File: config.mk
export PLATFORM = sky130hd
export DESIGN_NAME = dual_beacon_flash_frequency_meter
export DESIGN_NICKNAME = d
export VERILOG_FILES = /design/src/hw/rtl/dbfm_pkg.sv /design/src/hw/rtl/dbfm_flash_chan.sv /design/src/hw/rtl/dbfm_rate_div.sv /design/src/hw/rtl/dual_beacon_flash_frequency_meter.sv
export SDC_FILE = /design/constraint.sdc
export NUM_CORES = 1
export LEC_CHECK = 0
export ABC_CLOCK_PERIOD_IN_PS = 5300
export BUFFER_PORTS_ARGS = -buffer_cell sky130_fd_sc_hd__buf_2
export CAP_MARGIN = 20
export CORE_UTILIZATION = 25
export CTS_CLUSTER_DIAMETER = 50
export DETAILED_ROUTE_END_ITERATION = 10
export PLACE_DENSITY_LB_ADDON = 0.05
export SYNTH_ARGS = -nofsm -noshare
export SYNTH_HDL_FRONTEND = slang
export SYNTH_HIERARCHICAL = 1
export SYNTH_SLANG_ARGS = --single-unit
File: constraint.sdc
create_clock -name clk -period 5.3 [get_ports clk]
set_input_delay 1.59 -clock clk [delete_from_list [all_inputs] [get_ports clk]]
set_output_delay 1.59 -clock clk [all_outputs]
set_load 0.005 [all_outputs]
File: src/hw/rtl/dbfm_pkg.sv
// Shared types and constants for the dual beacon flash frequency meter.
// Used by every module of the block; depends on nothing.
package dbfm_pkg;

  localparam int THRESH_BITS     = 10;
  localparam int RATE_BITS       = 8;
  localparam int LEVEL_OUT_BITS  = 10;
  localparam int TALLY_BITS      = 4;

  localparam int WINDOW_TICKS_DEF = 4;
  localparam int SAMPLE_BITS_DEF  = 10;
  localparam int COUNT_BITS_DEF   = 16;

  localparam logic [THRESH_BITS-1:0] THRESH_RESET = THRESH_BITS'(100);
  localparam logic [RATE_BITS-1:0]   RATE_MAX     = '1;

  typedef enum logic {
    OP_SAMPLE = 1'b0,
    OP_TICK   = 1'b1
  } op_t;

  // Per-channel control: take a new reading, or clear the flash count.
  typedef struct packed {
    logic sample;
    logic clear;
  } chan_ctl_t;

endpackage

File: src/hw/rtl/dbfm_flash_chan.sv
// One light channel: latest reading, threshold crossing detect and
// saturating flash counter. Depends on dbfm_pkg.
module dbfm_flash_chan
  import dbfm_pkg::*;
#(
  parameter int SAMPLE_BITS = SAMPLE_BITS_DEF,
  parameter int COUNT_BITS  = COUNT_BITS_DEF
) (
  input  logic                   clk,
  input  logic                   rst_n,
  input  chan_ctl_t              ctl,
  input  logic [SAMPLE_BITS-1:0] level,
  input  logic [THRESH_BITS-1:0] threshold,
  output logic [SAMPLE_BITS-1:0] last_level,
  output logic [COUNT_BITS-1:0]  flashes
);

  localparam int CMP_BITS = (SAMPLE_BITS > THRESH_BITS) ? SAMPLE_BITS : THRESH_BITS;

  logic [SAMPLE_BITS-1:0] last_r, last_nxt;
  logic [COUNT_BITS-1:0]  count_r, count_nxt;
  logic [CMP_BITS-1:0]    cur_w, prev_w, th_w;
  logic                   rise;

  assign cur_w  = CMP_BITS'(level);
  assign prev_w = CMP_BITS'(last_r);
  assign th_w   = CMP_BITS'(threshold);
  // A reading exactly at the threshold counts as below it for the next rise.
  assign rise   = (cur_w > th_w) && (prev_w <= th_w);

  always_comb begin
    last_nxt  = last_r;
    count_nxt = count_r;
    if (ctl.clear) begin
      count_nxt = '0;
    end else if (ctl.sample) begin
      last_nxt = level;
      if (rise && (count_r != '1)) begin
        count_nxt = count_r + COUNT_BITS'(1);
      end
    end
  end

  always_ff @(posedge clk) begin
    if (!rst_n) begin
      last_r  <= '0;
      count_r <= '0;
    end else begin
      last_r  <= last_nxt;
      count_r <= count_nxt;
    end
  end

  assign last_level = last_r;
  assign flashes    = count_r;

endmodule

File: src/hw/rtl/dbfm_rate_div.sv
// Flash count to rate: divide by the window length, saturate at the rate maximum.
// Constant divide by reciprocal multiply and one correction. Depends on dbfm_pkg.
module dbfm_rate_div
  import dbfm_pkg::*;
#(
  parameter int COUNT_BITS   = COUNT_BITS_DEF,
  parameter int WINDOW_TICKS = WINDOW_TICKS_DEF
) (
  input  logic [COUNT_BITS-1:0] count,
  output logic [RATE_BITS-1:0]  rate
);

  // Any count that does not saturate fits in X_BITS.
  localparam int X_BITS    = RATE_BITS + TALLY_BITS;
  localparam int WIDE_BITS = (COUNT_BITS > X_BITS) ? COUNT_BITS : X_BITS;
  localparam int SAT_LIMIT = (1 << RATE_BITS) * WINDOW_TICKS;
  localparam int SHIFT     = X_BITS + TALLY_BITS;
  localparam int M_BITS    = SHIFT + 1;
  localparam int RECIP     = (1 << SHIFT) / WINDOW_TICKS;
  localparam int P_BITS    = X_BITS + M_BITS;

  logic [WIDE_BITS-1:0] wide;
  logic                 sat;
  logic [X_BITS-1:0]    x;
  logic [P_BITS-1:0]    prod;
  logic [RATE_BITS-1:0] q_est;
  logic [X_BITS-1:0]    q_times_w;
  logic [X_BITS-1:0]    rem;

  assign wide = WIDE_BITS'(count);
  assign sat  = wide >= WIDE_BITS'(SAT_LIMIT);
  assign x    = wide[X_BITS-1:0];

  // The estimate is the true quotient or one below it.
  assign prod      = P_BITS'(x) * P_BITS'(RECIP);
  assign q_est     = prod[SHIFT +: RATE_BITS];
  assign q_times_w = X_BITS'(q_est) * X_BITS'(WINDOW_TICKS);
  assign rem       = x - q_times_w;

  always_comb begin
    if (sat) begin
      rate = RATE_MAX;
    end else if (rem >= X_BITS'(WINDOW_TICKS)) begin
      rate = q_est + RATE_BITS'(1);
    end else begin
      rate = q_est;
    end
  end

endmodule

File: src/hw/rtl/dual_beacon_flash_frequency_meter.sv
// Top level of the dual beacon flash frequency meter: input stage, tick window,
// result register. Depends on dbfm_pkg, dbfm_flash_chan and dbfm_rate_div.
//
//   channel | direction | handshake          | beat
//   in_     | input     | in_valid/in_stall  | opcode, left and right reading
//   out_    | output    | out_valid/out_stall| flash rate, winning reading
//   cfg_    | input     | cfg_valid/cfg_ready| light threshold
//
// One item is accepted per cycle while in_stall is low. An item is held in the input stage,
// where it updates the channel state; a window-closing tick loads the result
// register there as it leaves the stage, which sets the registered out_valid.
// in_stall rises only while a window-closing tick waits for a full, stalled
// result register; samples and other ticks keep flowing behind a held result.
// rst_n is synchronous: it clears readings, counts, tick tally and sets the
// threshold to 100. cfg_ready is always high.
module dual_beacon_flash_frequency_meter
  import dbfm_pkg::*;
#(
  parameter int WINDOW_TICKS = WINDOW_TICKS_DEF,
  parameter int SAMPLE_BITS  = SAMPLE_BITS_DEF,
  parameter int COUNT_BITS   = COUNT_BITS_DEF
) (
  input  logic                      clk,
  input  logic                      rst_n,
  input  logic                      in_valid,
  output logic                      in_stall,
  input  logic                      in_opcode,
  input  logic [SAMPLE_BITS-1:0]    in_left_level,
  input  logic [SAMPLE_BITS-1:0]    in_right_level,
  output logic                      out_valid,
  input  logic                      out_stall,
  output logic [RATE_BITS-1:0]      out_flash_rate,
  output logic [LEVEL_OUT_BITS-1:0] out_winning_level,
  input  logic                      cfg_valid,
  output logic                      cfg_ready,
  input  logic [THRESH_BITS-1:0]    cfg_light_threshold
);

  logic                   s_valid_r, s_valid_nxt;
  op_t                    s_op_r;
  logic [SAMPLE_BITS-1:0] s_left_r, s_right_r;
  logic [TALLY_BITS-1:0]  tally_r, tally_nxt, tally_inc;
  logic [THRESH_BITS-1:0] thresh_r, thresh_nxt;
  logic                   o_valid_r, o_valid_nxt;
  logic [RATE_BITS-1:0]   o_rate_r;
  logic [LEVEL_OUT_BITS-1:0] o_level_r;

  logic                   in_take, closes, advance, load_out;
  chan_ctl_t              ctl;
  logic [SAMPLE_BITS-1:0] last_left, last_right;
  logic [COUNT_BITS-1:0]  left_flashes, right_flashes;
  logic [RATE_BITS-1:0]   left_rate, right_rate;

  assign tally_inc = tally_r + TALLY_BITS'(1);
  assign closes    = s_valid_r && (s_op_r == OP_TICK) &&
                     (tally_inc == TALLY_BITS'(WINDOW_TICKS));
  assign advance   = s_valid_r && !(closes && o_valid_r && out_stall);
  assign load_out  = advance && closes;
  assign in_stall  = s_valid_r && !advance;
  assign in_take   = in_valid && !in_stall;

  assign ctl.sample = advance && (s_op_r == OP_SAMPLE);
  assign ctl.clear  = load_out;

  dbfm_flash_chan #(.SAMPLE_BITS(SAMPLE_BITS), .COUNT_BITS(COUNT_BITS)) u_left (
    .clk(clk), .rst_n(rst_n), .ctl(ctl), .level(s_left_r), .threshold(thresh_r),
    .last_level(last_left), .flashes(left_flashes)
  );

  dbfm_flash_chan #(.SAMPLE_BITS(SAMPLE_BITS), .COUNT_BITS(COUNT_BITS)) u_right (
    .clk(clk), .rst_n(rst_n), .ctl(ctl), .level(s_right_r), .threshold(thresh_r),
    .last_level(last_right), .flashes(right_flashes)
  );

  dbfm_rate_div #(.COUNT_BITS(COUNT_BITS), .WINDOW_TICKS(WINDOW_TICKS)) u_left_rate (
    .count(left_flashes), .rate(left_rate)
  );

  dbfm_rate_div #(.COUNT_BITS(COUNT_BITS), .WINDOW_TICKS(WINDOW_TICKS)) u_right_rate (
    .count(right_flashes), .rate(right_rate)
  );

  always_comb begin
    s_valid_nxt = s_valid_r;
    if (in_take) begin
      s_valid_nxt = 1'b1;
    end else if (advance) begin
      s_valid_nxt = 1'b0;
    end

    tally_nxt = tally_r;
    if (load_out) begin
      tally_nxt = '0;
    end else if (advance && (s_op_r == OP_TICK)) begin
      tally_nxt = tally_inc;
    end

    o_valid_nxt = o_valid_r;
    if (load_out) begin
      o_valid_nxt = 1'b1;
    end else if (!out_stall) begin
      o_valid_nxt = 1'b0;
    end

    thresh_nxt = cfg_valid ? cfg_light_threshold : thresh_r;
  end

  always_ff @(posedge clk) begin
    if (!rst_n) begin
      s_valid_r <= 1'b0;
      tally_r   <= '0;
      o_valid_r <= 1'b0;
      thresh_r  <= THRESH_RESET;
    end else begin
      s_valid_r <= s_valid_nxt;
      tally_r   <= tally_nxt;
      o_valid_r <= o_valid_nxt;
      thresh_r  <= thresh_nxt;
    end
  end

  always_ff @(posedge clk) begin
    if (in_take) begin
      s_op_r    <= op_t'(in_opcode);
      s_left_r  <= in_left_level;
      s_right_r <= in_right_level;
    end
    // Ties go to the right channel.
    if (load_out) begin
      if (left_rate > right_rate) begin
        o_rate_r  <= left_rate;
        o_level_r <= LEVEL_OUT_BITS'(last_left);
      end else begin
        o_rate_r  <= right_rate;
        o_level_r <= LEVEL_OUT_BITS'(last_right);
      end
    end
  end

  assign cfg_ready         = 1'b1;
  assign out_valid         = o_valid_r;
  assign out_flash_rate    = o_rate_r;
  assign out_winning_level = o_level_r;

  a_clear_after_close: assert property (@(posedge clk) disable iff (!rst_n)
    load_out |=> (left_flashes == '0) && (right_flashes == '0) && (tally_r == '0))
    else $error("flash counts not cleared after a window closed");

  a_result_loaded: assert property (@(posedge clk) disable iff (!rst_n)
    load_out |=> out_valid)
    else $error("closed window did not present a result");

  a_stall_cause: assert property (@(posedge clk) disable iff (!rst_n)
    in_stall |-> (out_stall && o_valid_r && closes))
    else $error("input stalled without a blocked result");

endmodule

Yosys cells after proc, flatten, opt, wreduce, memory -nomap -nowiden

Index checks and enable logic that the tools add are counted.

Register bits after elaboration: 107
Bits of input ports: 36
Output and inout port bits: 21
Logic and storage cells: 68

$add $sub $neg: 7
Order comparisons: 9
Equality and inequality tests: 4
Mux-type cells: 10
Bitwise gates (word level): 3
Reduce and logical (&&, ||, !) cells: 22

Operator list:

| operator                                                             | number |
|---|---|
| 2-to-1 mux 8 bit                                                     | 5 |
| adder 16 x 1 -> 16 bit (second input constant)                       | 2 |
| greater-or-equal comparator 16 x 11 -> 1 bit (second input constant) | 2 |
| != test 16 bit (second input constant)                               | 2 |
| greater-or-equal comparator 12 x 3 -> 1 bit (second input constant)  | 2 |
| subtractor 12 x 10 -> 12 bit                                         | 2 |
| greater-than comparator 10 bit                                       | 2 |
| less-or-equal comparator 10 bit                                      | 2 |
| adder 8 x 1 -> 8 bit (second input constant)                         | 2 |
| logical AND 1 bit                                                    | 14 |
| 2-to-1 mux 10 bit                                                    | 1 |
| greater-than comparator 8 bit                                        | 1 |
| AND reduction 2 bit                                                  | 3 |
| adder 4 x 1 -> 4 bit (second input constant)                         | 1 |
| equality test 4 x 3 -> 1 bit (second input constant)                 | 1 |
| 2-to-1 mux 1 bit                                                     | 4 |
| logical NOT 1 bit                                                    | 3 |
| inverter 1 bit                                                       | 3 |
| != test 2 x 1 -> 1 bit (second input constant)                       | 1 |
| nonzero test 2 bit                                                   | 1 |
| OR reduction 2 bit                                                   | 1 |

Longest topological paths before layout

Gate-level depths: netlist of run 1.

Word-level depth: 12
Gate-level depth with buffers: 11
Gate-level depth less buffers: 9

Cells and area by module

The synthesis of run 1 kept the hierarchy.

Modules (own cells, without submodules):

| module                            | instances | cells each | area each (um^2) | sequential area each (um^2) |
|---|---|---|---|---|
| dbfm_flash_chan                   | 2         | 200        | 1679.1           | 520.5 |
| dual_beacon_flash_frequency_meter | 1         | 160        | 2387.3           | 1491.4 |
| dbfm_rate_div                     | 2         | 19         | 101.3            | 0.0 |

Worst setup path after synthesis of run 1

Ideal clock, no wire load.

Path type: input to register
Start point: input out_stall
End point: register u_left.count_r[0], in the netlist u_left/flashes[0]
Setup time: 128 ps
Arrival time: 3407 ps
Data required time: 5172 ps
Setup slack: 1766 ps
Stages on the path: 4
Cells stage by stage: a21oi_1 nand2b_1 clkbuf_1 nor2_1

Word-level cells in the longest chain between the ends: 5

Ends and longest elaborated chain:

| what                                                                       | RTL line                                                                         | RTL |
|---|---|---|
| start, declared                                                            | dual_beacon_flash_frequency_meter.sv:31                                          | `input logic out_stall,` |
| logical AND 1 bit *                                                        | dual_beacon_flash_frequency_meter.sv:57                                          | `assign advance = s_valid_r && !(closes && o_valid_r && out_stall);` |
| logical NOT 1 bit *                                                        | dual_beacon_flash_frequency_meter.sv:57                                          |  |
| logical AND 1 bit *                                                        | dual_beacon_flash_frequency_meter.sv:57                                          |  |
| logical AND 1 bit, on equally long branches                                | dual_beacon_flash_frequency_meter.sv:62, dual_beacon_flash_frequency_meter.sv:58 |  |
| AND reduction 2 bit (no source line) or OR reduction 2 bit (tied branches) | --                                                                               |  |
| end signal, assigned                                                       | dbfm_flash_chan.sv:50                                                            | `count_r <= count_nxt;` |
| end, declared                                                              | dbfm_flash_chan.sv:21                                                            | `logic [COUNT_BITS-1:0] count_r, count_nxt;` |

Mark *: on every way between the ends. The rest lies on a longest branch, timed or not.
A chain may end at the register's enable or synchronous reset.

Worst setup path in the final report of run 1

Start point: input out_stall
End point: output in_stall

Word-level cells in the longest chain between the ends: 5

Ends and longest elaborated chain:

| what              | RTL line                                | RTL |
|---|---|---|
| logical AND 1 bit | dual_beacon_flash_frequency_meter.sv:57 |  |
| logical NOT 1 bit | dual_beacon_flash_frequency_meter.sv:57 |  |
| logical AND 1 bit | dual_beacon_flash_frequency_meter.sv:57 |  |
| logical NOT 1 bit | dual_beacon_flash_frequency_meter.sv:59 | `assign in_stall = s_valid_r && !advance;` |
| logical AND 1 bit | dual_beacon_flash_frequency_meter.sv:59 |  |
| end, declared     | dual_beacon_flash_frequency_meter.sv:26 | `output logic in_stall,` |

No other way between the ends.

==> key figures, run 1 <==
STA
  • Total negative setup slack: 0 ns
  • Fmax: 0.2609 GHz
  • Setup-failing EPs final: 0
  • Crit share post-route: 0.7231
  • Slew headroom: 0.3015
  • Worst Skew: 0.01340 ns
  • Slew @ Worst Pin: around 1.0 ns
  • Final Max Tran Viols: 0
  • Fin crit period: approximately 3.8 ns
  • RSZ-0062 raised after global routing: false
  • Final Hold Viols: 0
  • Min Hold Slack: about 0.49 ns

Placed design
  • GP Congestion: between 0.7 and 0.8
  • Port Buffers: 55
  • Dpl cells: between 900 and 1,000
  • Hpwl dp: between 10,000 and 15,000 um

Clock tree
  • CTS tree: done
  • Hold buffer count at CTS: 0
  • CTS HTree Levels: 3
  • Post-CTS Setup Bufs: 0
  • Root buffer cell: clkbuf_16
  • Worst skew pair latency: between 0.3 and 0.4 ns
  • Clk buf depth: 2
  • Post-CTS Resized: 0
  • Clock slew seen by the registers of the worst setup and hold paths: approximately 0.08 ns
  • Sink Count: about 110
  • TritonCTS Buffers: 9

Global route
  • Largest net degree at the start of global routing: 32
  • First-pass GRT wire length: 23,800 um
  • Antenna violations before repair: 2
  • Grt total ovfl: 0
  • All-layer global routing usage: 0.1290
  • Vias in the first global route: 4,518

Critical path
  • Slowest cell on crit path: and3_1
  • Worst path most repeated cell: buf_2
  • Cell Chain, Critical Path: buf_2 > nand2_1 > nor2_1 > and3_1 > buf_2
  • R2R Path Start: u_left/flashes[15]$_SDFFE_PP0P_
  • Worst Setup End Kind: output pin
  • Worst reg2reg setup slack: 1.98 ns
  • CP max stage delay: roughly 0.22 ns
  • CP startpoint kind: primary input
  • Reg-to-reg endpoint: out_winning_level[9]$_DFFE_PP_
  • CP Class: primary input to output pin
  • Max Fanout on Critical Path: 4
  • Arrival time worst endpoint: between 2 and 2.5 ns
  • CP required: 3.71 ns
  • Worst r2r path cells: 7

Power and ir drop
  • P per Cell Area: between 200 and 300 mW/mm2
  • Leak pwr: between 2 and 3 nW
  • Peak VDD IR: between 100 and 150 uV
  • Design Power: between 0.0015 and 0.002 W

Job
  • Max-cap violations: 0

Hold path
  • Hold endpoint: u_right/last_level[8]$_SDFFE_PN0P_
  • Hold Startpoint: u_right/last_level[8]$_SDFFE_PN0P_
  • Hold Path Cell Cnt: 2
  • Hold Crit Class: flop to flop

Layout
  • Layout fillers: around 2,500
  • Final #Nets: 735
  • Cell Count, Final, Fillers Out: about 970
  • Layout area overhead: 14.56%
  • Share of cells above drive strength 1: 0.1810

Die
  • Die ar.: approximately 0.024 mm2
  • Starting density of the core: 0.2542
  • Row count: 56
  • # IOs: 57
  • Die W: 156.3 um
  • Die H: between 150 and 200 um
  • Total core area: 0.02340 mm2

Yosys
  • Gate count of the mapped netlist: 598
  • Top cell type's share of synthesized area: 0.2289
  • Post-Syn Area: 0.005948 mm2
  • Syn_area_per_cell: 9.947 um2
  • Largest cells by area after synthesis: dfxtp_1, edfxtp_1, ha_1
  • Synth unique cells: 55
  • Async SR Flop Fraction: 0
  • Most common cell in the netlist: nand2_1
  • Yosys top cell by area: dfxtp_1
  • Syn_nets: between 600 and 700
  • Flops & latches, synth: ~110
  • EDFF count, synth: 39
  • Sequential area share after synthesis: 0.4257
  • Synthesis warning total: 6
  • Most used DFF post-synth: dfxtp_1
  • Most frequent cells after synthesis: nand2_1, dfxtp_1, ha_1

Route
  • Total wire length: between 10,000 and 15,000 um
  • Initial DRC Count: 202
  • Antenna Nets Post-Route: 0
  • Routed WL per cell: around 15 um
  • Post-DR vias/cell: 4.568
  • First drt pass iteration count: 8
  • Residual DRC: 2
  • DR vias: 4,440

Outcome
  • Failing checks: design-rule violations
  • Status: finished with violations
power breakdown:
part           internal (W)  leakage (nW)  switching (W)  total, W
logic             0.0000629          1.63      0.0000904  0.000153
clock network      0.000327         0.141       0.000340  0.000666
registers          0.000876         0.905      0.0000220  0.000898
how the worst max path moves through the flow:
stage	from	to	slack, ns	cells past startpoint
CTS	out_stall	in_stall	1.47	5
global placement	out_stall	in_stall	1.48	5
global route	out_stall	in_stall	1.39	5
floorplan	out_stall	u_left/flashes[0]$_SDFFE_PP0P_	1.77	4
detailed placement	out_stall	in_stall	1.47	5
finish	out_stall	in_stall	1.47	5
routing by layer:
metal / vias to the layer above / global-route usage / part of all wire
met1: 2090 / 0.1561 / 0.47
met3: 12 / 0.03212 / 0.033
met2: 65 / 0.2243 / 0.48
li1: 2271 / - / -
met5: - / 0 / 0.00054
met4: 2 / 0.03828 / 0.013
layout make-up:
cell class / count / area [um2] / share of cell area
clock buffers: 9 / 225.2 / 0.03305
inverters: 46 / 172.7 / 0.02534
multi-input cells: 425 / 3127 / 0.4589
flip-flops and latches: 107 / 2532 / 0.3716
well taps: 319 / 399.1 / 0.05858
repair buffers: 58 / 297.8 / 0.04370
clock inverters: 7 / 57.56 / 0.008447
diodes: 1 / 2.502 / 0.0003672
critical path, delay by kind of cell:
kind,cells,cell delay (ns)
AND/OR/NAND/NOR,3,0.40
buffers and inverters,2,0.25
cells in the final DEF (no fill, tap or decap), drive strengths merged, types with 5 or more instances in the layout:
cell / synthesis / layout
clkbuf: 10 / 9
or3: 14 / 14
dfxtp: 68 / 68
edfxtp: 39 / 39
o211ai: 5 / 5
a21boi: 22 / 22
nor3: 20 / 20
mux2i: 12 / 12
mux2: 19 / 19
nor2b: 15 / 15
nand2: 81 / 81
o21ai: 23 / 23
nand4: 19 / 19
nand3: 13 / 13
ha: 52 / 52
o31ai: 14 / 14
buf: 10 / 58
inv: 46 / 49
nor2: 15 / 15
a21oi: 37 / 37
or4: 15 / 15
a211oi: 9 / 9
nand2b: 8 / 8
metrics by stage:
step,setup slack (ns),cell area [um2],utilization
after floorplan,1.766,5948,-
after global placement,1.484,6529,0.2790
after detailed placement,1.473,6529,0.2790
after CTS,1.470,6812,0.2911
after global routing,1.394,6812,0.2911
final,1.467,6814,0.2912
registers in the layout, summed over array words and instances, names as in the netlist:
signal / count
out_flash_rate: 8
out_valid: 1
out_winning_level: 10
s_left_r: 10
s_op_r: 1
s_right_r: 10
s_valid_r: 1
tally_r: 4
thresh_r: 10
u_left/flashes: 16
u_left/last_level: 10
u_right/flashes: 16
u_right/last_level: 10
kinds of logic after synthesis:
logic type	share of synthesized area
AND/OR/NAND/NOR	0.1870
AO/OA/AOI/OAI	0.1592
flip-flops	0.4257
buffers and inverters	0.04964
adder cells (fa/ha/maj)	0.1094
multiplexers	0.06247
XOR/XNOR	0.005891
other	0.0006304
Note: power is estimated with default switching activity, not from simulation.
==> run 2, diff against run 1 <==
--- a/config.mk
+++ b/config.mk
@@ -5,7 +5,7 @@
 export SDC_FILE = /design/constraint.sdc
 export NUM_CORES = 1
 export LEC_CHECK = 0
-export ABC_CLOCK_PERIOD_IN_PS = 5300
+export ABC_CLOCK_PERIOD_IN_PS = 3300
 export BUFFER_PORTS_ARGS = -buffer_cell sky130_fd_sc_hd__buf_2
 export CAP_MARGIN = 20
 export CORE_UTILIZATION = 25
==> constraint.sdc (replaced) <==
create_clock -name clk -period 3.3 [get_ports clk]
set_input_delay 0.99 -clock clk [delete_from_list [all_inputs] [get_ports clk]]
set_output_delay 0.99 -clock clk [all_outputs]
set_load 0.005 [all_outputs]
==> run 2 against run 1 <==
The flow still finishes with violations (design-rule violations). Sequential share of layout area fell by 0.24 points. Utilization grew 0.19 points. Sequential power up 60%. Worst setup slack worse by 1.1 ns. Wire length grew 1.7%. Register-to-register slack worse by 1.5 ns. Worst hold slack worse by 0.0026 ns. Critical endpoint unchanged.
==> key figures, run 2 (synthesis results as in run 1) <==
Outcome
  • Status: finished with violations
  • Failing checks: design-rule violations

Critical path
  • Worst Setup End Kind: output pin
  • CP Class: flop to output pin
  • Max Fanout on Critical Path: 6
  • Arrival time worst endpoint: around 2.0 ns
  • CP startpoint kind: flop
  • CP required: between 2 and 2.5 ns

Placed design
  • GP Congestion: 0.8524
  • Hpwl dp: approximately 11,000 um
  • Port Buffers: 55
  • Placed cell area: between 0.006 and 0.007 mm2
  • Place WS: ~0.48 ns

STA
  • Final Max Tran Viols: 0
  • Worst Skew: between 0.01 and 0.015 ns
  • Slew @ Worst Pin: a little over 0.7 ns
  • Fin crit period: approximately 3 ns
  • Crit share post-route: 0.8972
  • Setup-failing EPs final: 0
  • Final worst setup slack: about 0.34 ns
  • RSZ-0062 raised after global routing: false
  • Final Hold Viols: 0
  • Fmax: between 0.3 and 0.4 GHz
  • Total negative setup slack: 0 ns
  • Slew headroom: 0.5234

Route
  • Antenna Nets Post-Route: 0
  • Routed WL per cell: around 15 um
  • Residual DRC: 1
  • Initial DRC Count: ~180
  • First drt pass iteration count: 7
  • DR vias: ~4,500
  • Total wire length: ~15,000 um
  • Post-DR vias/cell: between 4 and 5

Die
  • Die W: 156.3 um
  • Starting density of the core: 0.2542
  • # IOs: between 50 and 60
  • Row count: between 50 and 60
  • Total core area: 0.02340 mm2
  • Die ar.: about 0.024 mm2
  • Die H: ~160 um

Global route
  • All-layer global routing usage: 0.1298
  • Largest net degree at the start of global routing: 32
  • Vias in the first global route: between 4,000 and 5,000
  • Antenna violations before repair: 0
  • Grt total ovfl: 0
  • First-pass GRT wire length: approximately 24,000 um

Clock tree
  • CTS tree: done
  • Post-CTS Setup Bufs: 0
  • Clk buf depth: 2
  • TritonCTS Buffers: 9
  • Worst skew pair latency: 0.36 ns
  • CTS HTree Levels: 3
  • Root buffer cell: clkbuf_16
  • Clock slew seen by the registers of the worst setup and hold paths: ~0.080 ns
  • Sink Count: approximately 110

Layout
  • Final #Nets: about 740
  • Post-route cell area: ~0.007 mm2
  • Antenna diode instance count: 0
  • Share of cells above drive strength 1: 0.1894
  • Core Util, Final: 0.2930
  • Layout area overhead: 15.29%
  • Most frequent cells in the layout: nand2_1, dfxtp_1, buf_2
  • Most common cell after layout, fill and taps aside: nand2_1

Power and ir drop
  • P per Cell Area: 397.2 mW/mm2
  • Peak VDD IR: 190.1 uV
  • Design Power: approximately 0.0027 W
  • Leak pwr: 2.705 nW

Job
  • Max-cap violations: 0

Hold path
  • Hold Crit Class: flop to flop
==> run 2: worst max-delay path, cell delays in order, from the launching register on <==
cell and delay (ns):
dfxtp_1 0.37, ha_1 0.24, and2b_1 0.24, a21oi_1 0.09, o21ai_1 0.28, and3_1 0.27
buf_2 0.14
==> run 2: layout make-up <==
class                      count  area, um2
fill                        2511      16540
multi-input combinational    425       3127
sequential                   107       2532
tap                          319      399.1
timing repair buffer          66      357.8
clock buffer                  10      229.0
inverter                      46      172.7
clock inverter                 6      40.04
==> run 2: power breakdown <==
| part | switching, W | total (W) | internal [W] |
|---|---|---|---|
| clock | 0.000516 | 0.00103 | 0.000514 |
| sequential | 0.0000349 | 0.00144 | 0.00141 |
| combinational | 0.000148 | 0.000252 | 0.000105 |
| total | 0.000699 | 0.00272 | 0.00203 |
==> run 2: repair_timing <==
item / CTS / global route
resized for setup: 0 / 1
hold buffers: 0 / 0
endpoints found under the setup margin: 0 / 1
==> run 2: routing by layer <==
metal,up-vias,share of wire,GRT usage
met5,-,0,0
met4,0,0.011,0.03315
met3,11,0.038,0.03295
met2,69,0.48,0.2243
met1,2130,0.47,0.1596
li1,2283,-,-
==> run 2: through the flow <==
stage | hold slack [ns] | instances
2_1_floorplan | 0.4446 | 598
3_3_place_gp | 0.4786 | 963
3_5_place_dp | 0.4793 | 963
4_1_cts | 0.4914 | 979
5_1_grt | 0.5154 | 979
6_report | 0.4843 | 979
==> run 2: final timing paths <==
kind / depth (start not counted) / endpoint / slack [ns] / startpoint
setup / recovery: 6 / in_stall / 0.34 / tally_r[0]$_SDFFE_PP0P_
hold / removal: 2 / u_right/last_level[0]$_SDFFE_PN0P_ / 0.48 / u_right/last_level[0]$_SDFFE_PN0P_
setup reg to reg: 8 / out_winning_level[9]$_DFFE_PP_ / 0.48 / u_left/flashes[15]$_SDFFE_PP0P_
hold reg to reg: 2 / u_right/last_level[0]$_SDFFE_PN0P_ / 0.48 / u_right/last_level[0]$_SDFFE_PN0P_
==> run 3, diff against run 2 <==
--- a/config.mk
+++ b/config.mk
@@ -5,7 +5,7 @@
 export SDC_FILE = /design/constraint.sdc
 export NUM_CORES = 1
 export LEC_CHECK = 0
-export ABC_CLOCK_PERIOD_IN_PS = 3300
+export ABC_CLOCK_PERIOD_IN_PS = 3000
 export BUFFER_PORTS_ARGS = -buffer_cell sky130_fd_sc_hd__buf_2
 export CAP_MARGIN = 20
 export CORE_UTILIZATION = 25
==> constraint.sdc (replaced) <==
create_clock -name clk -period 3 [get_ports clk]
set_input_delay 0.9 -clock clk [delete_from_list [all_inputs] [get_ports clk]]
set_output_delay 0.9 -clock clk [all_outputs]
set_load 0.005 [all_outputs]
==> run 3 against run 2 <==
The flow now finishes without violations. Die area unchanged. Critical path depth unchanged. Via count increased by 1.4%. Clock-buffer cell count unchanged. Sequential power increased by 10%. Total power increased by 17%. Worst setup slack got worse by 0.14 ns. Clock skew about the same. Critical endpoint unchanged. Largest power group unchanged.
==> key figures, run 3 (synthesis results as in run 1) <==
Critical path
  • Max Fanout on Critical Path: 6
  • Slowest cell on crit path: dfxtp_1
  • CP startpoint kind: flop
  • CP required: approximately 2.1 ns
  • CP Class: flop to output pin
  • CP bufs+invs: 1
  • Worst Setup End Kind: output pin
  • CP max stage delay: between 0.3 and 0.4 ns
  • Cell Chain, Critical Path: ha_1 > and2b_1 > a21oi_1 > o21ai_2 > and3_1 > buf_2
  • Arrival time worst endpoint: between 1.5 and 2 ns
  • Delay-heaviest family, CP: simple AND/OR/NAND/NOR gates

Global route
  • Grt total ovfl: 0
  • Gr busiest metal: met2
  • GR met2 Demand/Resource: 0.2181
  • Routing usage on met3: 0.02492
  • Largest net degree at the start of global routing: 29
  • Vias in the first global route: about 4,500
  • Met1 Use GR: 0.1639
  • Antenna violations before repair: 0
  • First-pass GRT wire length: around 24,000 um
  • All-layer global routing usage: 0.1290

STA
  • Crit share post-route: 0.9349
  • Final worst setup slack: between 0.15 and 0.2 ns
  • Worst Skew: roughly 0.011 ns
  • Fin crit period: between 2 and 3 ns
  • Fmax: about 0.36 GHz
  • Min Hold Slack: 0.4759 ns
  • Setup-failing EPs final: 0
  • Total negative setup slack: 0 ns
  • RSZ-0062 raised after global routing: false
  • Final Max Tran Viols: 0
  • Slew @ Worst Pin: between 0.6 and 0.7 ns
  • Slew headroom: 0.5355
  • Final Hold Viols: 0

Layout
  • Layout area overhead: 17.00%
  • Most common cell after layout, fill and taps aside: nand2_1
  • Antenna diode instance count: 0
  • Share of cells above drive strength 1: 0.1958
  • Final #Nets: around 750
  • Core Util, Final: 0.2974
  • Most frequent cells in the layout: nand2_1, dfxtp_1, buf_2

Die
  • Die ar.: ~0.024 mm2
  • Die W: 156.3 um
  • Starting density of the core: 0.2542
  • Die H: approximately 160 um
  • # IOs: 57
  • Total core area: 0.02340 mm2
  • Row count: 56

Clock tree
  • Post-CTS Setup Bufs: 0
  • CTS HTree Levels: 3
  • Sink Count: roughly 110
  • Worst skew pair latency: 0.36 ns
  • Hold buffer count at CTS: 0
  • CTS tree: done
  • Clk buf depth: 2
  • Root buffer cell: clkbuf_16
  • Clock slew seen by the registers of the worst setup and hold paths: approximately 0.080 ns
  • TritonCTS Buffers: 9

Power and ir drop
  • Logic pwr share: 0.088
  • P per Cell Area: approximately 460 mW/mm2
  • Leak pwr: 2.757 nW
  • Sw Pwr: 0.0007896 W
  • Seq pwr share: 0.496
  • Design Power: 0.003197 W
  • Clock share of power: 0.416
  • Internal: 0.002408 W
  • Peak VDD IR: roughly 230 uV
  • Sw Share: 0.2469

Route
  • First drt pass iteration count: 4
  • Total wire length: 15,040 um
  • Antenna Nets Post-Route: 0
  • Post-DR vias/cell: between 4 and 5
  • Residual DRC: 0
  • DR vias: between 4,000 and 5,000
  • Initial DRC Count: between 150 and 200
  • Routed WL per cell: ~15 um

Hold path
  • Hold Crit Class: flop to flop

Placed design
  • Hpwl dp: 11,470 um
  • Port Buffers: 55
  • Place WS: 0.2397 ns
  • GP Congestion: around 0.81

Outcome
  • Status: finished, final reports clean

Job
  • Max-cap violations: 0
## run 3: final timing paths
kind / startpoint / endpoint / slack, ns / cells past startpoint
setup reg to reg: u_left/flashes[15]$_SDFFE_PP0P_ / out_winning_level[4]$_DFFE_PP_ / 0.27 / 8
hold / removal: u_left/last_level[9]$_SDFFE_PN0P_ / u_left/last_level[9]$_SDFFE_PN0P_ / 0.48 / 2
hold reg to reg: u_left/last_level[9]$_SDFFE_PN0P_ / u_left/last_level[9]$_SDFFE_PN0P_ / 0.48 / 2
setup / recovery: tally_r[0]$_SDFFE_PP0P_ / in_stall / 0.20 / 6
## run 3: per-layer routing
layer	wire (um)	part of all wire	up-vias
met5	0	0	-
met4	223	0.015	0
met3	547	0.036	16
met2	7287	0.48	78
met1	6984	0.46	2158
li1	-	-	2303
## run 3: power by group through the flow
stage | Combinational (W) | Clock [W] | Sequential [W]
2_1_floorplan | 0.000197 | 0 | 0.00160
3_3_place_gp | 0.000276 | 0 | 0.00162
3_5_place_dp | 0.000284 | 0 | 0.00162
4_1_cts | 0.000287 | 0.00140 | 0.00159
5_1_grt | 0.000323 | 0.00145 | 0.00159
6_report | 0.000282 | 0.00133 | 0.00159
## run 3: through the flow
step | cells | instance area (um2)
after floorplan | 598 | 5952
after global placement | 967 | 6631
after detailed placement | 967 | 6631
after CTS | 983 | 6955
after global routing | 983 | 6959
final | 983 | 6959
## run 3: repair_timing
| action | in CTS | in global routing |
|---|---|---|
| endpoints found under the hold margin | 0 | 0 |
| endpoints found under the setup margin | 1 | 1 |
| gates resized for setup | 1 | 1 |
| gates cloned | 0 | 0 |
## run 3: worst min-delay path: stages (launching register included)
cell and delay, ns:
dfxtp_1 0.33, nand2_1 0.06, a21boi_1 0.05
## run 3: layout make-up
class                           instances  area [um2]
Tap cell                              319       399.1
Sequential cell                       107        2532
Fill cell                            2514       16440
Multi-Input combinational cell        425        3131
Clock inverter                          6       95.09
Clock buffer                           10       229.0
Timing Repair Buffer                   70       400.4
Inverter                               46       172.7
